===== config.mk =====
export PLATFORM = sky130hd
export DESIGN_NAME = joystick_axis_conditioner_core
export DESIGN_NICKNAME = d
export VERILOG_FILES = /design/src/design/jac_pkg.sv /design/src/design/joystick_axis_conditioner_core.sv
export SDC_FILE = /design/constraint.sdc
export NUM_CORES = 2
export LEC_CHECK = 0
export ABC_AREA = 0
export BUFFER_PORTS_ARGS = -buffer_cell sky130_fd_sc_hd__buf_2
export CAP_MARGIN = 15
export CORE_MARGIN = 3
export CORE_UTILIZATION = 40
export DETAILED_ROUTE_END_ITERATION = 16
export PLACE_DENSITY = 0.56
export SYNTH_ARGS = -nofsm -noshare
export SYNTH_HDL_FRONTEND = slang
export SYNTH_SLANG_ARGS = --single-unit

===== constraint.sdc =====
create_clock -name clk_i -period 29.1 [get_ports clk_i]
set_clock_uncertainty 0.05 [all_clocks]
set_input_delay 1.455 -clock clk_i [delete_from_list [all_inputs] [get_ports clk_i]]
set_output_delay 1.455 -clock clk_i [all_outputs]
set_load 0.02 [all_outputs]

===== src/design/jac_pkg.sv =====
package jac_pkg;

  localparam int AXES        = 4;
  localparam int SAMPLE_BITS = 12;

  localparam logic [SAMPLE_BITS-1:0] SAMPLE_MAX   = {SAMPLE_BITS{1'b1}};
  localparam logic [SAMPLE_BITS-1:0] CENTER_RESET = {1'b1, {(SAMPLE_BITS-1){1'b0}}};

  // Configuration register widths and reset values.
  localparam int DZ_W    = 12;
  localparam int SENS_W  = 10;
  localparam int ALPHA_W = 9;

  localparam logic [DZ_W-1:0]    DZ_RESET    = DZ_W'(102);
  localparam logic [SENS_W-1:0]  SENS_RESET  = SENS_W'(256);
  localparam logic [ALPHA_W-1:0] ALPHA_RESET = ALPHA_W'(51);
  localparam logic [ALPHA_W-1:0] ALPHA_MAX   = ALPHA_W'(256);

  localparam int POS_W = 16;
  localparam logic signed [POS_W-1:0] POS_SAT = POS_W'(32767);

  // Width that holds both the deadzone and the sample magnitude with room for 3x.
  localparam int CMP_W = ((SAMPLE_BITS > DZ_W) ? SAMPLE_BITS : DZ_W) + 2;

  // magnitude * sensitivity, then the dividend is that product times 128.
  localparam int PROD_W    = SAMPLE_BITS + SENS_W;
  localparam int DIV_STEPS = 15;
  localparam int CNT_W     = 4;
  localparam int ACC_W     = POS_W + ALPHA_W + 2;

  localparam int PADDR_W = 4;
  localparam int PDATA_W = 32;

  typedef enum logic [1:0] {
    REG_DEADZONE = 2'd0,
    REG_SENS     = 2'd1,
    REG_FILT_EN  = 2'd2,
    REG_ALPHA    = 2'd3
  } reg_idx_e;

  typedef enum logic [3:0] {
    S_IDLE,
    S_PREP,
    S_CENTER,
    S_DSTART,
    S_DIV,
    S_VAL,
    S_MUL,
    S_ROUND,
    S_EMIT
  } state_e;

endpackage


===== src/design/joystick_axis_conditioner_core.sv =====
// A sample passes prepare, center, divider start, divide, value, multiply, round
// and emit; one inside the deadzone goes from center to emit. A recalibrate item
// only latches the center. One item at a time: a new one waits until the last leaves
// emit. A 15-step bit-serial restoring divider scales the offset by the span.
// Reset (rst_ni low, asynchronous): registers to their defaults, every center to
// mid-scale and not yet latched, every filter state to zero, output empty.
module joystick_axis_conditioner_core
  import jac_pkg::*;
(
  input  logic                     clk_i,
  input  logic                     rst_ni,

  input  logic                     psel,
  input  logic                     penable,
  input  logic                     pwrite,
  input  logic [PADDR_W-1:0]       paddr,
  input  logic [PDATA_W-1:0]       pwdata,
  output logic [PDATA_W-1:0]       prdata,
  output logic                     pready,

  input  logic                     in_valid_i,
  output logic                     in_stall_o,
  input  logic                     kind_i,
  input  logic [1:0]               axis_i,
  input  logic [SAMPLE_BITS-1:0]   sample_i,

  output logic                     out_valid_o,
  input  logic                     out_stall_i,
  output logic [1:0]               axis_out_o,
  output logic signed [POS_W-1:0]  position_o,
  output logic                     in_deadzone_o
);

  // Configuration registers
  logic [DZ_W-1:0]    dz_q;
  logic [SENS_W-1:0]  sens_q;
  logic               fen_q;
  logic [ALPHA_W-1:0] alpha_q;

  // Per-axis state
  logic [SAMPLE_BITS-1:0]  center_q [AXES];
  logic [AXES-1:0]         cvalid_q;
  logic signed [POS_W-1:0] smooth_q [AXES];

  // Work registers
  state_e                  state_q, state_d;
  logic [1:0]              axis_q;
  logic [SAMPLE_BITS-1:0]  sample_q;
  logic [SAMPLE_BITS-1:0]  cur_c_q;
  logic                    first_q;
  logic [SAMPLE_BITS-1:0]  mag_q;
  logic                    neg_q;
  logic [SAMPLE_BITS-1:0]  span_q;
  logic [PROD_W-1:0]       prod_q;
  logic                    sat_q;
  logic [SAMPLE_BITS-1:0]  rem_q;
  logic [DIV_STEPS-1:0]    num_sr_q;
  logic [DIV_STEPS-1:0]    quot_q;
  logic [CNT_W-1:0]        cnt_q;
  logic signed [POS_W-1:0] val_q;
  logic signed [ACC_W-1:0] acc_q;
  logic signed [POS_W-1:0] res_pos_q;
  logic                    res_dz_q;

  logic                    out_valid_q;
  logic [1:0]              out_axis_q;
  logic signed [POS_W-1:0] out_pos_q;
  logic                    out_dz_q;

  logic in_xfer, cfg_wr, out_load, out_free, div_last;

  // ---------------------------------------------------------------------------
  // Configuration port
  assign pready = 1'b1;
  assign cfg_wr = psel & penable & pwrite;

  always_comb begin
    prdata = '0;
    unique case (reg_idx_e'(paddr[3:2]))
      REG_DEADZONE: prdata = PDATA_W'(dz_q);
      REG_SENS:     prdata = PDATA_W'(sens_q);
      REG_FILT_EN:  prdata = PDATA_W'(fen_q);
      REG_ALPHA:    prdata = PDATA_W'(alpha_q);
      default:      prdata = '0;
    endcase
  end

  always_ff @(posedge clk_i or negedge rst_ni) begin
    if (!rst_ni) begin
      dz_q    <= DZ_RESET;
      sens_q  <= SENS_RESET;
      fen_q   <= 1'b1;
      alpha_q <= ALPHA_RESET;
    end else if (cfg_wr) begin
      unique case (reg_idx_e'(paddr[3:2]))
        REG_DEADZONE: dz_q    <= pwdata[DZ_W-1:0];
        REG_SENS:     sens_q  <= pwdata[SENS_W-1:0];
        REG_FILT_EN:  fen_q   <= pwdata[0];
        REG_ALPHA:    alpha_q <= pwdata[ALPHA_W-1:0];
        default:      ;
      endcase
    end
  end

  // ---------------------------------------------------------------------------
  // Datapath arithmetic
  logic [SAMPLE_BITS-1:0] c_eff;
  logic [SAMPLE_BITS:0]   delta;
  logic [SAMPLE_BITS:0]   delta_abs;

  assign c_eff     = cvalid_q[axis_q] ? center_q[axis_q] : sample_q;
  assign delta     = {1'b0, sample_q} - {1'b0, c_eff};
  assign delta_abs = delta[SAMPLE_BITS] ? (~delta + 1'b1) : delta;

  logic [CMP_W-1:0]       dz_ext, dz3, mag_ext;
  logic                   in_dz, near_dz;
  logic [SAMPLE_BITS+4:0] c15_sum;
  logic [SAMPLE_BITS+5:0] c31_sum;
  logic [SAMPLE_BITS-1:0] c_new, span_raw, span_new;
  logic [PROD_W-1:0]      prod;

  assign dz_ext  = CMP_W'(dz_q);
  assign dz3     = (dz_ext << 1) + dz_ext;
  assign mag_ext = CMP_W'(mag_q);
  assign in_dz   = mag_ext <= dz_ext;
  assign near_dz = mag_ext < dz3;

  // Center drift: c*15+s over 16 and c*31+s over 32, both truncating.
  assign c15_sum = ({5'b0, cur_c_q} << 4) - {5'b0, cur_c_q} + {5'b0, sample_q};
  assign c31_sum = ({6'b0, cur_c_q} << 5) - {6'b0, cur_c_q} + {6'b0, sample_q};

  always_comb begin
    if (in_dz)        c_new = c15_sum[SAMPLE_BITS+3:4];
    else if (near_dz) c_new = c31_sum[SAMPLE_BITS+4:5];
    else              c_new = cur_c_q;
  end

  assign span_raw = neg_q ? c_new : (SAMPLE_MAX - c_new);
  assign span_new = (span_raw == '0) ? SAMPLE_BITS'(1) : span_raw;
  assign prod     = PROD_W'(mag_q) * PROD_W'(sens_q);

  // The dividend is prod*128; the quotient saturates once prod/256 reaches the span.
  logic [SAMPLE_BITS+1:0] prod_hi;
  logic                   sat_new;
  assign prod_hi = prod_q[PROD_W-1:8];
  assign sat_new = prod_hi >= {2'b0, span_q};

  logic [SAMPLE_BITS:0] trial;
  logic [SAMPLE_BITS:0] trial_sub;
  logic                 trial_ge;
  assign trial     = {rem_q, num_sr_q[DIV_STEPS-1]};
  assign trial_sub = trial - {1'b0, span_q};
  assign trial_ge  = trial >= {1'b0, span_q};
  assign div_last  = cnt_q == CNT_W'(DIV_STEPS - 1);

  logic [POS_W-1:0] q_mag;
  assign q_mag = sat_q ? POS_SAT : {1'b0, quot_q};

  logic [ALPHA_W-1:0]       alpha_eff;
  logic signed [POS_W:0]    diff;
  logic signed [ACC_W-1:0]  acc_new, acc_adj;
  logic signed [POS_W-1:0]  sm_cur;

  assign sm_cur    = smooth_q[axis_q];
  assign alpha_eff = (alpha_q > ALPHA_MAX) ? ALPHA_MAX : alpha_q;
  assign diff      = {val_q[POS_W-1], val_q} - {sm_cur[POS_W-1], sm_cur};
  assign acc_new   = $signed({{(ACC_W-POS_W-8){sm_cur[POS_W-1]}}, sm_cur, 8'b0})
                   + ($signed(diff) * $signed({1'b0, alpha_eff}));
  // Bias negative sums so the shift truncates toward zero.
  assign acc_adj   = acc_q + (acc_q[ACC_W-1] ? ACC_W'(255) : ACC_W'(0));

  // ---------------------------------------------------------------------------
  // Control
  always_comb begin
    state_d = state_q;
    unique case (state_q)
      S_IDLE:   if (in_xfer && !kind_i && (int'(axis_i) < AXES)) state_d = S_PREP;
      S_PREP:   state_d = S_CENTER;
      S_CENTER: state_d = in_dz ? S_EMIT : S_DSTART;
      S_DSTART: state_d = S_DIV;
      S_DIV:    if (div_last) state_d = S_VAL;
      S_VAL:    state_d = S_MUL;
      S_MUL:    state_d = S_ROUND;
      S_ROUND:  state_d = S_EMIT;
      S_EMIT:   if (out_free) state_d = S_IDLE;
      default:  state_d = S_IDLE;
    endcase
  end

  always_comb begin
    in_stall_o = state_q != S_IDLE;
    out_free   = !out_valid_q || !out_stall_i;
    out_load   = (state_q == S_EMIT) && out_free;
  end

  assign in_xfer = in_valid_i && !in_stall_o;

  always_ff @(posedge clk_i or negedge rst_ni) begin
    if (!rst_ni) begin
      state_q <= S_IDLE;
    end else begin
      state_q <= state_d;
    end
  end

  // Per-axis state updates
  always_ff @(posedge clk_i or negedge rst_ni) begin
    if (!rst_ni) begin
      for (int i = 0; i < AXES; i++) begin
        center_q[i] <= CENTER_RESET;
        smooth_q[i] <= '0;
      end
      cvalid_q <= '0;
    end else begin
      if (state_q == S_IDLE && in_xfer && kind_i && (int'(axis_i) < AXES)) begin
        center_q[axis_i] <= sample_i;
        cvalid_q[axis_i] <= 1'b1;
      end
      if (state_q == S_CENTER) begin
        center_q[axis_q] <= c_new;
        cvalid_q[axis_q] <= 1'b1;
        if (first_q) smooth_q[axis_q] <= '0;
      end
      if (state_q == S_ROUND && fen_q) begin
        smooth_q[axis_q] <= acc_adj[POS_W+7:8];
      end
    end
  end

  // Working registers of the item in flight
  always_ff @(posedge clk_i) begin
    unique case (state_q)
      S_IDLE: begin
        axis_q   <= axis_i;
        sample_q <= sample_i;
      end
      S_PREP: begin
        cur_c_q <= c_eff;
        first_q <= !cvalid_q[axis_q];
        neg_q   <= delta[SAMPLE_BITS];
        mag_q   <= delta_abs[SAMPLE_BITS-1:0];
      end
      S_CENTER: begin
        span_q    <= span_new;
        prod_q    <= prod;
        res_dz_q  <= in_dz;
        res_pos_q <= '0;
      end
      S_DSTART: begin
        sat_q    <= sat_new;
        rem_q    <= prod_hi[SAMPLE_BITS-1:0];
        num_sr_q <= {prod_q[7:0], 7'b0};
        quot_q   <= '0;
        cnt_q    <= '0;
      end
      S_DIV: begin
        rem_q    <= trial_ge ? trial_sub[SAMPLE_BITS-1:0]
                                 : trial[SAMPLE_BITS-1:0];
        quot_q   <= {quot_q[DIV_STEPS-2:0], trial_ge};
        num_sr_q <= num_sr_q << 1;
        cnt_q    <= cnt_q + 1'b1;
      end
      S_VAL: begin
        val_q <= neg_q ? -$signed(q_mag) : $signed(q_mag);
      end
      S_MUL: begin
        acc_q <= acc_new;
      end
      S_ROUND: begin
        res_pos_q <= fen_q ? acc_adj[POS_W+7:8] : val_q;
      end
      S_EMIT: ;
      default: ;
    endcase
  end

  // Output register: parts the result from the next transfer.
  always_ff @(posedge clk_i or negedge rst_ni) begin
    if (!rst_ni) begin
      out_valid_q <= 1'b0;
    end else if (out_load) begin
      out_valid_q <= 1'b1;
    end else if (!out_stall_i) begin
      out_valid_q <= 1'b0;
    end
  end

  always_ff @(posedge clk_i) begin
    if (out_load) begin
      out_axis_q <= axis_q;
      out_pos_q  <= res_pos_q;
      out_dz_q   <= res_dz_q;
    end
  end

  assign out_valid_o   = out_valid_q;
  assign axis_out_o    = out_axis_q;
  assign position_o    = out_pos_q;
  assign in_deadzone_o = out_dz_q;

  // ---------------------------------------------------------------------------
  // Assertions
  a_out_from_emit: assert property (@(posedge clk_i) disable iff (!rst_ni)
    $rose(out_valid_o) |-> $past(state_q == S_EMIT))
    else $error("result appeared without passing the emit state");

  a_dz_zero: assert property (@(posedge clk_i) disable iff (!rst_ni)
    out_valid_o && in_deadzone_o |-> position_o == '0)
    else $error("deadzone result with nonzero position");

  a_pos_range: assert property (@(posedge clk_i) disable iff (!rst_ni)
    out_valid_o |-> position_o != {1'b1, {(POS_W-1){1'b0}}})
    else $error("position outside the saturated range");

  a_span_nonzero: assert property (@(posedge clk_i) disable iff (!rst_ni)
    state_q == S_DSTART |-> span_q != '0)
    else $error("divider started with a zero span");

  a_rem_bound: assert property (@(posedge clk_i) disable iff (!rst_ni)
    state_q == S_DIV && !sat_q |-> rem_q < span_q)
    else $error("divider remainder not below the span");

endmodule


Word level (Yosys, flattened, before mapping) --
Cells that the tools add are included.
Word-level totals: register bits 353, input port bits 58, output and inout port bits 54, word-level logic and storage cells 168
Operators by class: $add $sub $neg 14, multiply operators 2, order comparisons 13, eq/ne operators 16, mux-type cells 52, bitwise logic cells 9, reductions and logical operators 27
Operators by type and width (number):
- two-way mux 64 bit | 3
- one-hot mux 32 bit (4 select lines) | 1
- two-way mux 12 bit | 10
- bitwise mux 48 bit | 2
- two-way mux 48 bit | 2
- two-way mux 16 bit | 5
- bitwise AND 64 bit | 1
- bitwise mux 64 bit | 1
- inverter 64 bit | 1
- one-hot mux 15 bit (2 select lines) | 2
- demux 12 bit (select 2 bit) | 2
- one-hot mux 4 bit (9 select lines) | 1
- binary-select mux 16 bit (select 2 bit) | 1
- demux 16 bit (select 2 bit) | 1
- one-hot mux 16 bit (2 select lines) | 1
- adder 24 x 27 -> 27 bit | 1
- multiplier 17 x 10 -> 27 bit | 1
- adder 24 x 9 -> 24 bit | 1
- binary-select mux 12 bit (select 2 bit) | 1
- two-way mux 4 bit | 6
- one-hot mux 12 bit (2 select lines) | 1
- multiplier 12 x 10 -> 22 bit | 1
- adder 17 x 12 -> 17 bit | 1
- subtractor 16 x 16 -> 17 bit | 1
- other kinds (48) | 85

Logic depth before layout (Yosys ltp) --
word-level depth 11, depth in mapped cells 38, depth with buffers taken out 35

Least setup slack after synthesis --
No wires, ideal clock.
kind reg-to-reg, start register axis_q[0], end register acc_q[23] (data pin), library setup time 0.266 ns, arrival 9.282 ns, data required time 28.784 ns, path slack 19.502 ns, cell stages (with the launch flop) 35, buffers on the path 4, clock period less this slack 9.598 ns, cell sequence edfxtp_1 -> clkbuf_1 -> buf_1 -> buf_1 -> mux4_2 -> ha_1 -> fa_1 -> nor2b_1 -> o21ai_0 -> a21oi_1 -> o21a_1 -> o21ai_0 -> a21oi_1 -> o21ai_0 -> a21boi_0 -> o211ai_1 -> a21boi_0 -> o21ai_0 -> clkbuf_1 -> nand2_1 -> fa_1 -> inv_1 -> fa_1 -> fa_1 -> fa_1 -> inv_1 -> fa_1 -> inv_1 -> ha_1 -> a21o_1 -> a21oi_1 -> o21ai_0 -> a41o_1 -> o41ai_1 -> xnor2_1
Between the ends: longest elaborated chain between the ends 7
Ends and longest elaborated chain:
- from (decl) | RTL line joystick_axis_conditioner_core.sv:47 | logic [1:0] axis_q;
- from (signal assigned) | RTL line joystick_axis_conditioner_core.sv:234 | axis_q <= axis_i;
- inverter 2 -> 3 bit (not written as such) (*) | RTL line joystick_axis_conditioner_core.sv:164 | assign sm_cur = smooth_q[axis_q];
- binary-select mux 16 bit (select 2 bit) (*) | RTL line joystick_axis_conditioner_core.sv:164
- two-way mux 16 bit (not written as such) (*) (2 in series) | RTL line joystick_axis_conditioner_core.sv:164
- subtractor 16 x 16 -> 17 bit | RTL line joystick_axis_conditioner_core.sv:166 | assign diff = {val_q[POS_W-1], val_q} - {sm_cur[POS_W-1], sm_cur};
- multiplier 17 x 10 -> 27 bit | RTL line joystick_axis_conditioner_core.sv:168 | + ($signed(diff) * $signed({1'b0, alpha_eff}));
- adder 24 x 27 -> 27 bit (*) | RTL line joystick_axis_conditioner_core.sv:168
- named net acc_new[23] | RTL line joystick_axis_conditioner_core.sv:161 | logic signed [ACC_W-1:0] acc_new, acc_adj;
- to (signal assigned) | RTL line joystick_axis_conditioner_core.sv:267 | acc_q <= acc_new;
- to (decl) | RTL line joystick_axis_conditioner_core.sv:61 | logic signed [ACC_W-1:0] acc_q;
The timed path passes the listed nets; every way through them passes the cells marked *. The select of a mux whose other input is x is not followed. A chain may end at the register's enable or synchronous reset.

Final worst setup path --
start register axis_q[0], end register acc_q[26] (data pin)
The elaborated chain is that of the path after synthesis.

==> metrics.md <==
| Metric | Value |
|---|---|
| Share of the synthesized area in the top cell type | `19.40%` |
| Data arrival time of the critical path | `10.65 ns` |
| Number of cells traversed by the worst register-to-register path | `32` |
| Global router's overall resource usage | `19.50%` |
| Outcome | `completed` |
| CTS tree | `done` |
| Iteration-0 DRC Markers | `approximately 1400` |
| Hold depth | `0` |
| Top Layer Used | `met4` |
| Highest Clock Rate | `96.15 MHz` |
| Floorplan row count | `99` |
| Cell accounting for the most synthesized area | `sky130_fd_sc_hd__edfxtp_1` |
| Async set or reset register ratio after synthesis | `between 40% and 50%` |
| Worst Setup Start Kind | `flop` |
| Class of the tightest hold or removal check | `flop to flop` |
| Final wirelength | `73710 um` |
| Largest net degree at the start of global routing | `82` |
| Cell type of the slowest stage on the worst timing path | `sky130_fd_sc_hd__xnor2_1` |
| Critical setup path kind | `flop to flop` |
| Total CTS buffers | `41` |
| Slew HR | `22.65%` |
| Post-Synth Simple-Gate Area | `13.30%` |
| Part of the cycle the worst path needs | `a little over a third` |
| Total number of vias | `21019` |
| EDFF count, synth | `around 190` |
| Reg-to-reg startpoint | `axis_q[0]` |
| Dominant combinational cell family by area after synthesis | `adder cells` |
| Clock slew at reported path FFs | `0.07 ns` |
| Share of the synthesized area in compound gates (AO/OA/AOI/OAI) | `9.759%` |
| Crit-path max cell delay | `0.79 ns` |
| Flip-flop and latch count after synthesis | `344` |
| Syn Std Cell Area | `29560 um^2` |
| Number of placed I/O pins | `112` |
| Number of distinct standard cells referenced by the synthesized netlist | `79` |
| Setup_tns | `0 ns` |
| Count of endpoints failing hold in the final timing report | `0` |
| Horizontal die dimension | `approximately 280 um` |
| Total of endpoints with negative setup slack in the final report | `0` |
| Half-perimeter wire length after placement | `roughly 56000 um` |
| Via/cell ratio | `5.264` |
| Per-instance average area after synthesis | `9.958 um^2` |
| Final GP Congestion | `0.8671` |
| Area enclosed by the die boundary | `slightly below 80000 um^2` |
| Post-cts repair resize count | `0` |
| Antenna Nets Post-Route | `0` |
| Hold Startpoint | `res_pos_q[4]` |
| Number of detailed-routing iterations run before antenna repair | `5` |
| CTS Root Cell | `sky130_fd_sc_hd__clkbuf_16` |
| Shortest period the worst path allows | `10.40 ns` |
| Unrepaired setup endpoints after global routing | `no` |
| Most frequent cells in the layout | `428 x sky130_fd_sc_hd__inv_1, 330 x sky130_fd_sc_hd__nand2_1, 247 x sky130_fd_sc_hd__ha_1, 241 x sky130_fd_sc_hd__fa_1, 191 x sky130_fd_sc_hd__edfxtp_1` |
| Portion of netlist area occupied by mux cells | `6.094%` |
| R2r endpoint | `acc_q[26]` |
| Post-layout nets | `3550` |
| Max clock buf depth | `3` |
| Endpoint required time on the critical path | `approximately 29 ns` |
| Layout filler cell count | `6991` |
| Commonest non-fill, non-tap cell in the layout | `sky130_fd_sc_hd__inv_1` |
| Die boundary height | `277.9 um` |
| Share of synthesized area occupied by flip-flops and latches | `approximately 32%` |
| Endpoint of the worst hold path | `position_o[4]` |
| Post-Synth XOR/XNOR Area | `under 10%` |
| Amount of wire on met3 after detailed routing | `2482 um` |
| Area Growth Syn to Fin | `8.968%` |
| Max Cap Viol | `0` |
| Share of post-route cells with drive strength above 1 | `between 9 and 10%` |
| WL met1 | `roughly 31000 um` |
| Worst skew pair latency | `0.58 ns` |
| Top area cells in the synthesized netlist | `sky130_fd_sc_hd__edfxtp_1 19%, sky130_fd_sc_hd__fa_1 16%, sky130_fd_sc_hd__dfrtp_1 12%` |
| Bufs and invs on worst path | `4` |
| Worst setup slack after placement | `18.74 ns` |
| Max Slew Vio Count | `0` |
| Final setup margin | `between 15 and 20 ns` |
| Maximum net fanout on the critical path | `39` |
| Fraction of the mapped netlist area in adder cells | `26.77%` |
| Final antenna diode count | `0` |
| Core outline area | `~73000 um^2` |
| Pin slew with the least headroom to its limit | `1.158 ns` |
| Setup fix buffers added after clock tree synthesis | `0` |
| Post-cts hold buffer count | `0` |
| Port Buffer Count | `68` |
| Initial antenna violation count | `0` |
| Placed standard-cell area | `30870 um^2` |
| GR Overflow Total | `0` |
| Syn Inst Count | `approximately 3000` |
| TritonCTS Sinks | `between 300 and 400` |
| Initial Utilization | `40.45%` |
| Met2 wire len | `about 38000 um` |
| DRC violations left | `0` |
| First-pass GRT wire length | `~120000 um` |
| Vias in the first global route | `22413` |
| Capturing element type of the critical path | `flop` |
| Warnings from Yosys | `0` |
| Fin area | `32220 um^2` |
| Minimum setup slack among reg-to-reg paths | `18.70 ns` |
| Critical path's top delay family | `adder cells` |
| Routed WL per cell | `18.46 um` |
| Primary FF master, synth | `sky130_fd_sc_hd__edfxtp_1` |
| CTS H-Tree Depth | `2` |
## worst max-delay path by stage
stage                endpoint      start  slack, ns  depth (start not counted)
floorplan           acc_q[23]  axis_q[0]      19.50                         34
global placement    acc_q[26]  axis_q[0]      18.80                         32
detailed placement  acc_q[26]  axis_q[0]      18.74                         32
CTS                 acc_q[26]  axis_q[0]      18.73                         32
global route        acc_q[26]  axis_q[0]      17.88                         32
finish              acc_q[26]  axis_q[0]      18.70                         32
## cell type report
| cell class | count | area, um^2 | area share [%] |
|---|---|---|---|
| clock buffers | 48 | 1084 | 3.363 |
| multi-input cells | 2094 | 17960 | 55.74 |
| inverters | 428 | 1607 | 4.987 |
| well taps | 959 | 1200 | 3.725 |
| clock inverters | 25 | 225.2 | 0.6991 |
| flip-flops and latches | 344 | 9582 | 29.74 |
| repair buffers | 95 | 560.5 | 1.740 |
## per-stage QoR
step / std cells / hold WS (ns) / utilization (%)
global route: 3993 / 0.3736 / 44.08
floorplan: 2988 / 0.3503 / -
global placement: 3917 / 0.3630 / 42.24
finish: 3993 / 0.3696 / 44.08
CTS: 3990 / 0.3718 / 44.04
detailed placement: 3917 / 0.3572 / 42.24
## sequential cells by signal, summed over array words and instances (netlist names), 15 cells and up
name and flops:
acc_q 25, center_q 48, position_o 16, prod_q 22, quot_q 15, res_pos_q 16
smooth_q 64, val_q 16
## cells by family after synthesis
logic type	after synthesis
buf+inv	550
fa+ha+maj	488
compound gates	470
flops	344
mux	135
xor+xnor	147
other cells	2
simple gates	833
## synthesized netlist by cell type (12+ instances only)
| master | n |
|---|---|
| sky130_fd_sc_hd__xor2_1 | 43 |
| sky130_fd_sc_hd__a21oi_1 | 116 |
| sky130_fd_sc_hd__nor3_1 | 41 |
| sky130_fd_sc_hd__a21boi_0 | 12 |
| sky130_fd_sc_hd__buf_1 | 12 |
| sky130_fd_sc_hd__xnor2_1 | 104 |
| sky130_fd_sc_hd__a211oi_1 | 13 |
| sky130_fd_sc_hd__edfxtp_1 | 191 |
| sky130_fd_sc_hd__nand2_1 | 330 |
| sky130_fd_sc_hd__nand2b_1 | 30 |
| sky130_fd_sc_hd__or2_2 | 12 |
| sky130_fd_sc_hd__dfrtp_1 | 139 |
| sky130_fd_sc_hd__buf_4 | 21 |
| sky130_fd_sc_hd__o21ai_0 | 177 |
| sky130_fd_sc_hd__dfstp_2 | 14 |
| sky130_fd_sc_hd__ha_1 | 247 |
| sky130_fd_sc_hd__nand4_1 | 12 |
| sky130_fd_sc_hd__mux4_2 | 30 |
| sky130_fd_sc_hd__inv_1 | 428 |
| sky130_fd_sc_hd__and2_1 | 112 |
| sky130_fd_sc_hd__mux2_2 | 60 |
| sky130_fd_sc_hd__o21a_1 | 14 |
| sky130_fd_sc_hd__and3_1 | 16 |
| sky130_fd_sc_hd__nor2b_1 | 34 |
| sky130_fd_sc_hd__o21bai_1 | 15 |
| sky130_fd_sc_hd__nor2_1 | 162 |
| sky130_fd_sc_hd__a21o_1 | 34 |
| sky130_fd_sc_hd__or3_1 | 16 |
| sky130_fd_sc_hd__mux2i_1 | 45 |
| sky130_fd_sc_hd__clkbuf_1 | 86 |
| sky130_fd_sc_hd__fa_1 | 241 |
| sky130_fd_sc_hd__nand3_1 | 39 |
## per-layer routing
| layer | track usage (%) | up-vias |
|---|---|---|
| met2 | 35.46 | 368 |
| li1 | - | 9926 |
| met4 | 5.293 | 0 |
| met5 | 0 | - |
| met1 | 24.36 | 10619 |
| met3 | 2.424 | 106 |
Power is not shown: default switching activity piles up to over one toggle a cycle in this logic, so the estimate is an artifact.
